==> src/design/sit_pkg.sv <==
`timescale 1ns / 1ps
`default_nettype none

package sit_pkg;

    localparam int COORD_BITS = 16;
    localparam int DIFF_W     = COORD_BITS + 1;
    localparam int PROD_W     = 2 * DIFF_W;
    localparam int ORI_W      = PROD_W + 1;

    localparam int IN_FIELDS  = 8;
    localparam int S_TDATA_W  = ((IN_FIELDS * COORD_BITS + 7) / 8) * 8;
    localparam int M_TDATA_W  = 8;

    // load strobes for the three registered stages of an orientation unit
    typedef struct packed {
        logic ld1;
        logic ld2;
        logic ld3;
    } sit_adv_t;

    // orientation flags: sign of the cross product, and collinear-inside-box
    typedef struct packed {
        logic pos;
        logic neg;
        logic on_seg;
    } sit_ori_t;

endpackage

`default_nettype wire

==> src/design/sit_orient.sv <==
`timescale 1ns / 1ps
`default_nettype none

module sit_orient (
    input  wire logic                                clk,
    input  wire logic signed [sit_pkg::COORD_BITS-1:0] p_x,
    input  wire logic signed [sit_pkg::COORD_BITS-1:0] p_y,
    input  wire logic signed [sit_pkg::COORD_BITS-1:0] q_x,
    input  wire logic signed [sit_pkg::COORD_BITS-1:0] q_y,
    input  wire logic signed [sit_pkg::COORD_BITS-1:0] r_x,
    input  wire logic signed [sit_pkg::COORD_BITS-1:0] r_y,
    input  wire sit_pkg::sit_adv_t                   adv,
    output sit_pkg::sit_ori_t                        ori
);
    import sit_pkg::*;

    logic signed [DIFF_W-1:0] dqx_reg, dqy_reg, drx_reg, dry_reg;
    logic signed [DIFF_W-1:0] dqx_next, dqy_next, drx_next, dry_next;
    logic                     inbox1_reg, inbox1_next;
    logic signed [PROD_W-1:0] t1_reg, t2_reg, t1_next, t2_next;
    logic                     inbox2_reg;
    logic signed [ORI_W-1:0]  o_next;
    sit_ori_t                 ori_reg, ori_next;
    logic                     in_x, in_y;

    // stage 1: edge vectors and bounding box test of r against pq
    always_comb
    begin
        dqx_next = $signed({q_x[COORD_BITS-1], q_x}) - $signed({p_x[COORD_BITS-1], p_x});
        dqy_next = $signed({q_y[COORD_BITS-1], q_y}) - $signed({p_y[COORD_BITS-1], p_y});
        drx_next = $signed({r_x[COORD_BITS-1], r_x}) - $signed({p_x[COORD_BITS-1], p_x});
        dry_next = $signed({r_y[COORD_BITS-1], r_y}) - $signed({p_y[COORD_BITS-1], p_y});
        in_x = ((r_x >= p_x) && (r_x <= q_x)) || ((r_x >= q_x) && (r_x <= p_x));
        in_y = ((r_y >= p_y) && (r_y <= q_y)) || ((r_y >= q_y) && (r_y <= p_y));
        inbox1_next = in_x && in_y;
    end

    // stage 2: the two partial products
    always_comb
    begin
        t1_next = dqx_reg * dry_reg;
        t2_next = dqy_reg * drx_reg;
    end

    // stage 3: cross product and its sign
    always_comb
    begin
        o_next = $signed({t1_reg[PROD_W-1], t1_reg}) - $signed({t2_reg[PROD_W-1], t2_reg});
        ori_next.pos    = !o_next[ORI_W-1] && (o_next != '0);
        ori_next.neg    = o_next[ORI_W-1];
        ori_next.on_seg = (o_next == '0) && inbox2_reg;
    end

    always_ff @(posedge clk)
    begin
        if (adv.ld1)
        begin
            dqx_reg    <= dqx_next;
            dqy_reg    <= dqy_next;
            drx_reg    <= drx_next;
            dry_reg    <= dry_next;
            inbox1_reg <= inbox1_next;
        end
        if (adv.ld2)
        begin
            t1_reg     <= t1_next;
            t2_reg     <= t2_next;
            inbox2_reg <= inbox1_reg;
        end
        if (adv.ld3)
        begin
            ori_reg <= ori_next;
        end
    end

    assign ori = ori_reg;

endmodule

`default_nettype wire

==> config.mk <==
export PLATFORM = sky130hd
export DESIGN_NAME = sit_orient
export DESIGN_NICKNAME = d
export VERILOG_FILES = /design/src/design/sit_pkg.sv /design/src/design/sit_orient.sv
export SDC_FILE = /design/constraint.sdc
export NUM_CORES = 2
export LEC_CHECK = 0
export BUFFER_PORTS_ARGS = -buffer_cell sky130_fd_sc_hd__buf_2
export CORE_UTILIZATION = 55
export CTS_BUF_LIST = sky130_fd_sc_hd__clkbuf_16
export CTS_CLUSTER_SIZE = 20
export DETAILED_ROUTE_END_ITERATION = 7
export GPL_ROUTABILITY_DRIVEN = 0
export MAX_ROUTING_LAYER = met4
export PLACE_DENSITY = 0.78
export SYNTH_ARGS = -nofsm -noshare
export SYNTH_HDL_FRONTEND = slang
export SYNTH_SLANG_ARGS = --single-unit
==> constraint.sdc <==
create_clock -name clk -period 7 [get_ports clk]
set_input_delay 0.35 -clock clk [delete_from_list [all_inputs] [get_ports clk]]
set_output_delay 0.35 -clock clk [all_outputs]
set_load 0.1 [all_outputs]
==> impl_metrics.prom <==
# TYPE chip_impl_metric gauge
chip_impl_metric{name="period_needed",unit="ns"} 6.688
chip_impl_info{name="largest_delay_share_family_worst_path",value="adder cells"} 1
chip_impl_metric{name="report.final.setup_viol",unit=""} 0
chip_impl_info{name="crit_path_top_delay_cell",value="sky130_fd_sc_hd__edfxtp_1"} 1
chip_impl_metric{name="report.final.hold_viol_count",unit=""} 0
chip_impl_info{name="post-synth-top-count-cell",value="sky130_fd_sc_hd__inv_1"} 1
chip_impl_metric{name="avgViaCountPerCell",unit=""} 5.582
chip_impl_metric{name="post_cts_hold_buffer_count",unit=""} 0
chip_impl_metric{name="firstDrtPassIters",unit=""} 5
chip_impl_metric{name="critical_path_peak_fanout",unit=""} 17
chip_impl_metric{name="synth_nets",unit=""} 4394
chip_impl_metric{name="post_synth.cell_area_avg",unit="sq um"} 9.376
chip_impl_metric{name="worstRegToRegCells",unit=""} 22
chip_impl_metric{name="placementRows",unit=""} 87
chip_impl_metric{name="drive_gt1_share",unit="%"} 6.920
chip_impl_metric{name="routed_met3_length",unit="mm"} 5.773
chip_impl_metric{name="critical_path_buf_inv_count",unit=""} 4
chip_impl_info{name="yosysTopAreaCell",value="sky130_fd_sc_hd__fa_1"} 1
chip_impl_metric{name="tritoncts.num_buffers",unit=""} 17
chip_impl_metric{name="first_global_vias",unit=""} 25269
chip_impl_metric{name="netlist.area_leader.share",unit="%"} 37.55
chip_impl_metric{name="routed_wirelength",unit="mm"} 78.88
chip_impl_info{name="crit_path_cell_trace",value="and2_1, fa_1, inv_1, fa_1, inv_1, fa_1, fa_1, fa_1, inv_1, fa_1, inv_1, ha_1, and4_1, nand2_1, nor2_1, a2111oi_0, a21oi_1, o211a_1, o21a_1, o21a_1, o211a_1, xor2_1"} 1
chip_impl_metric{name="detail_route.wirelength.met1",unit="mm"} 31.40
chip_impl_info{name="worstHoldPathType",value="in -> reg"} 1
chip_impl_info{name="yosys_most_used_dff",value="sky130_fd_sc_hd__edfxtp_1"} 1
chip_impl_metric{name="depth_of_the_critical_timing_path_with_buffers_and_inverters_included",unit=""} 22
chip_impl_info{name="cts_root_buf",value="sky130_fd_sc_hd__clkbuf_16"} 1
chip_impl_info{name="worst_path_most_repeated_cell",value="sky130_fd_sc_hd__fa_1"} 1
chip_impl_metric{name="finish.net_count",unit=""} 4512
chip_impl_metric{name="syn-instance-count",unit=""} 3395
chip_impl_metric{name="slew_headroom",unit="%"} 35.55
chip_impl_metric{name="asyncSetResetFlopFracSynth",unit="%"} 0
chip_impl_metric{name="number_of_design_rule_violations_left_after_detail_routing",unit=""} 0
chip_impl_info{name="top_layer",value="met4"} 1
chip_impl_metric{name="drv_cap",unit=""} 0
chip_impl_metric{name="detailed_route_via_count",unit=""} 23929
chip_impl_metric{name="worst_hold_path.num_cells",unit=""} 1
chip_impl_metric{name="initial_core_utilization",unit="%"} 56.02
chip_impl_metric{name="syn-cell-area",unit="sq um"} 31830
chip_impl_info{name="tritoncts_clock_tree",value="built"} 1
chip_impl_metric{name="crit_path_max_incr_delay",unit="ns"} 0.69
chip_impl_metric{name="first_iter_violations",unit=""} 1869
chip_impl_metric{name="ctsLongestPathBuffers",unit=""} 2
chip_impl_metric{name="register_bit_total_from_synthesis",unit=""} 141
chip_impl_metric{name="areaGrowthSynthToFinish",unit="%"} 7.759
chip_impl_metric{name="die_y",unit="um"} 242.6
chip_impl_metric{name="htree_levels",unit=""} 4
chip_impl_metric{name="ant_nets",unit=""} 0
chip_impl_metric{name="maxSlewViolCount",unit=""} 0
chip_impl_metric{name="met2WireLength",unit="mm"} 37.49
chip_impl_metric{name="clock_sinks",unit=""} 141
chip_impl_info{name="setup_repair_after_global_routing_missed_its_margin",value="false"} 1
chip_impl_metric{name="wl_per_instance",unit="um"} 18.40
chip_impl_metric{name="synth_enable_flop_cells",unit=""} 141
chip_impl_metric{name="grt.overflow.total",unit=""} 0
chip_impl_info{name="critPathKind",value="reg -> reg"} 1
chip_impl_metric{name="timing.fmax",unit="MHz"} 149.5
chip_impl_info{name="synthTopCellsByCount",value="746 x sky130_fd_sc_hd__inv_1, 597 x sky130_fd_sc_hd__fa_1, 338 x sky130_fd_sc_hd__nand2_1, 306 x sky130_fd_sc_hd__and2_1, 302 x sky130_fd_sc_hd__ha_1"} 1
chip_impl_metric{name="period_share",unit="%"} 95.54
chip_impl_metric{name="n_fill_cell",unit=""} 4672
chip_impl_info{name="startpoint_type",value="flip-flop"} 1
chip_impl_metric{name="buffer_ports.inserted",unit=""} 102
chip_impl_metric{name="die_area",unit="sq um"} 58840
chip_impl_metric{name="antenna_violations_before_repair",unit=""} 5
chip_impl_metric{name="setup_total_negative_slack",unit="ns"} 0
chip_impl_metric{name="slew_of_the_pin_with_the_lowest_slew_margin",unit="ns"} 0.9667
chip_impl_metric{name="core_area",unit="sq um"} 56820
chip_impl_metric{name="grtUsageTotal",unit="%"} 29.01
chip_impl_metric{name="part_of_the_yosys_area_used_for_sequential_elements",unit="%"} 13.30
chip_impl_metric{name="dp.final_hpwl",unit="mm"} 66.62
chip_impl_metric{name="clk_pin_slew_worst_paths",unit="ns"} 0.07
chip_impl_info{name="crit_path_end_kind",value="flip-flop"} 1
chip_impl_metric{name="worst_path_arrival_time",unit="ns"} 6.91
chip_impl_metric{name="die_width",unit="um"} 242.6
chip_impl_metric{name="timing.clock.skew",unit="ns"} 0.01485
chip_impl_metric{name="grt_pass1_wl",unit="mm"} 129.4
chip_impl_metric{name="worst-endpoint-required",unit="ns"} 7.22
chip_impl_info{name="outcome",value="complete, no violations"} 1
chip_impl_metric{name="ys.warnings.count",unit=""} 0
chip_impl_metric{name="floorplan.io_pins",unit=""} 103
chip_impl_metric{name="maximum_number_of_pins_on_one_net_before_global_route_repair",unit=""} 70
chip_impl_info{name="yosys-top-cells-area",value="sky130_fd_sc_hd__fa_1 38%, sky130_fd_sc_hd__edfxtp_1 13%, sky130_fd_sc_hd__ha_1 12%, sky130_fd_sc_hd__inv_1 8.8%, sky130_fd_sc_hd__and2_1 6.0%"} 1
chip_impl_metric{name="ys_types",unit=""} 73
chip_impl_metric{name="insertion_delay",unit="ns"} 0.46
[kinds of logic after synthesis]
| kind of cell | Yosys count | share of synthesized area [%] |
|---|---|---|
| flops | 141 | 13.30 |
| buf+inv | 836 | 9.914 |
| xor+xnor | 124 | 3.412 |
| compound gates | 396 | 8.066 |
| mux | 6 | 0.1926 |
| fa+ha+maj | 899 | 49.42 |
| simple gates | 993 | 15.70 |
[cells in the final DEF (no fill, tap or decap), types with 30 or more instances in the layout]
cell and count:
sky130_fd_sc_hd__buf_2 102, sky130_fd_sc_hd__fa_1 596, sky130_fd_sc_hd__buf_4 80, sky130_fd_sc_hd__a21o_1 34, sky130_fd_sc_hd__nand2b_1 41, sky130_fd_sc_hd__nor2b_1 30, sky130_fd_sc_hd__edfxtp_1 141, sky130_fd_sc_hd__a21oi_1 118
sky130_fd_sc_hd__xnor2_1 100, sky130_fd_sc_hd__ha_1 302, sky130_fd_sc_hd__inv_1 747, sky130_fd_sc_hd__nor2_1 140, sky130_fd_sc_hd__nor3_1 33, sky130_fd_sc_hd__o21ai_0 85, sky130_fd_sc_hd__and2_1 306, sky130_fd_sc_hd__nand3_1 31
sky130_fd_sc_hd__nand2_1 338
[metal layers]
layer	global-route usage, %	up-vias
met2	46.54	1029
met1	35.71	11810
met5	-	-
met4	13.61	0
met3	5.186	243
li1	-	10847
[stage by stage]
| stage | setup slack [ns] | cells | util [%] | hold slack (ns) | area [sq um] |
|---|---|---|---|---|---|
| finish | 0.3124 | 4287 | 60.36 | 0.1210 | 34300 |
| global route | 0.003981 | 4287 | 60.36 | 0.1138 | 34300 |
| CTS | 0.2691 | 4261 | 59.91 | 0.1008 | 34040 |
| detailed placement | 0.2922 | 4229 | 58.83 | 0.5206 | 33430 |
| global placement | 0.3914 | 4229 | 58.83 | 0.5136 | 33430 |
| floorplan | 0.6227 | 3395 | - | 0.4003 | 31830 |
[layout make-up]
type	instances	area [sq um]	share of cell area (%)
multi-input cells	2418	24440	71.26
flip-flops and latches	141	4234	12.34
inverters	746	2800	8.164
repair buffers	189	1251	3.648
well taps	756	945.9	2.758
clock buffers	17	425.4	1.240
clock inverters	15	187.7	0.5472
diodes	5	12.51	0.03648
[worst reg2reg max path: stages (launching register included)]
cell and delay, ns:
sky130_fd_sc_hd__edfxtp_1 0.69, sky130_fd_sc_hd__and2_1 0.29, sky130_fd_sc_hd__fa_1 0.53, sky130_fd_sc_hd__inv_1 0.06, sky130_fd_sc_hd__fa_1 0.56, sky130_fd_sc_hd__inv_1 0.06, sky130_fd_sc_hd__fa_1 0.39, sky130_fd_sc_hd__fa_1 0.48
sky130_fd_sc_hd__fa_1 0.49, sky130_fd_sc_hd__inv_1 0.05, sky130_fd_sc_hd__fa_1 0.48, sky130_fd_sc_hd__inv_1 0.05, sky130_fd_sc_hd__ha_1 0.35, sky130_fd_sc_hd__and4_1 0.27, sky130_fd_sc_hd__nand2_1 0.09, sky130_fd_sc_hd__nor2_1 0.05
sky130_fd_sc_hd__a2111oi_0 0.37, sky130_fd_sc_hd__a21oi_1 0.19, sky130_fd_sc_hd__o211a_1 0.27, sky130_fd_sc_hd__o21a_1 0.19, sky130_fd_sc_hd__o21a_1 0.19, sky130_fd_sc_hd__o211a_1 0.23, sky130_fd_sc_hd__xor2_1 0.13
[timing repair]
| item | in CTS | in global routing |
|---|---|---|
| setup endpoints to repair | 0 | 3 |
| gates resized for setup | 0 | 1 |
| hold endpoints to repair | 0 | 0 |
| setup buffers | 0 | 21 |
[worst paths after layout]
check / from / to / slack (ns)
setup / recovery: dqy_reg[5]$_DFFE_PP_ / t2_reg[32]$_DFFE_PP_ / 0.31
hold reg to reg: inbox1_reg$_DFFE_PP_ / inbox2_reg$_DFFE_PP_ / 0.55
setup reg to reg: dqy_reg[5]$_DFFE_PP_ / t2_reg[32]$_DFFE_PP_ / 0.31
hold / removal: adv[0] / ori[1]$_DFFE_PP_ / 0.12
Power is left out: the tool's default activity adds up to more than one toggle a clock period on the data nets, which glitch-free logic cannot reach.
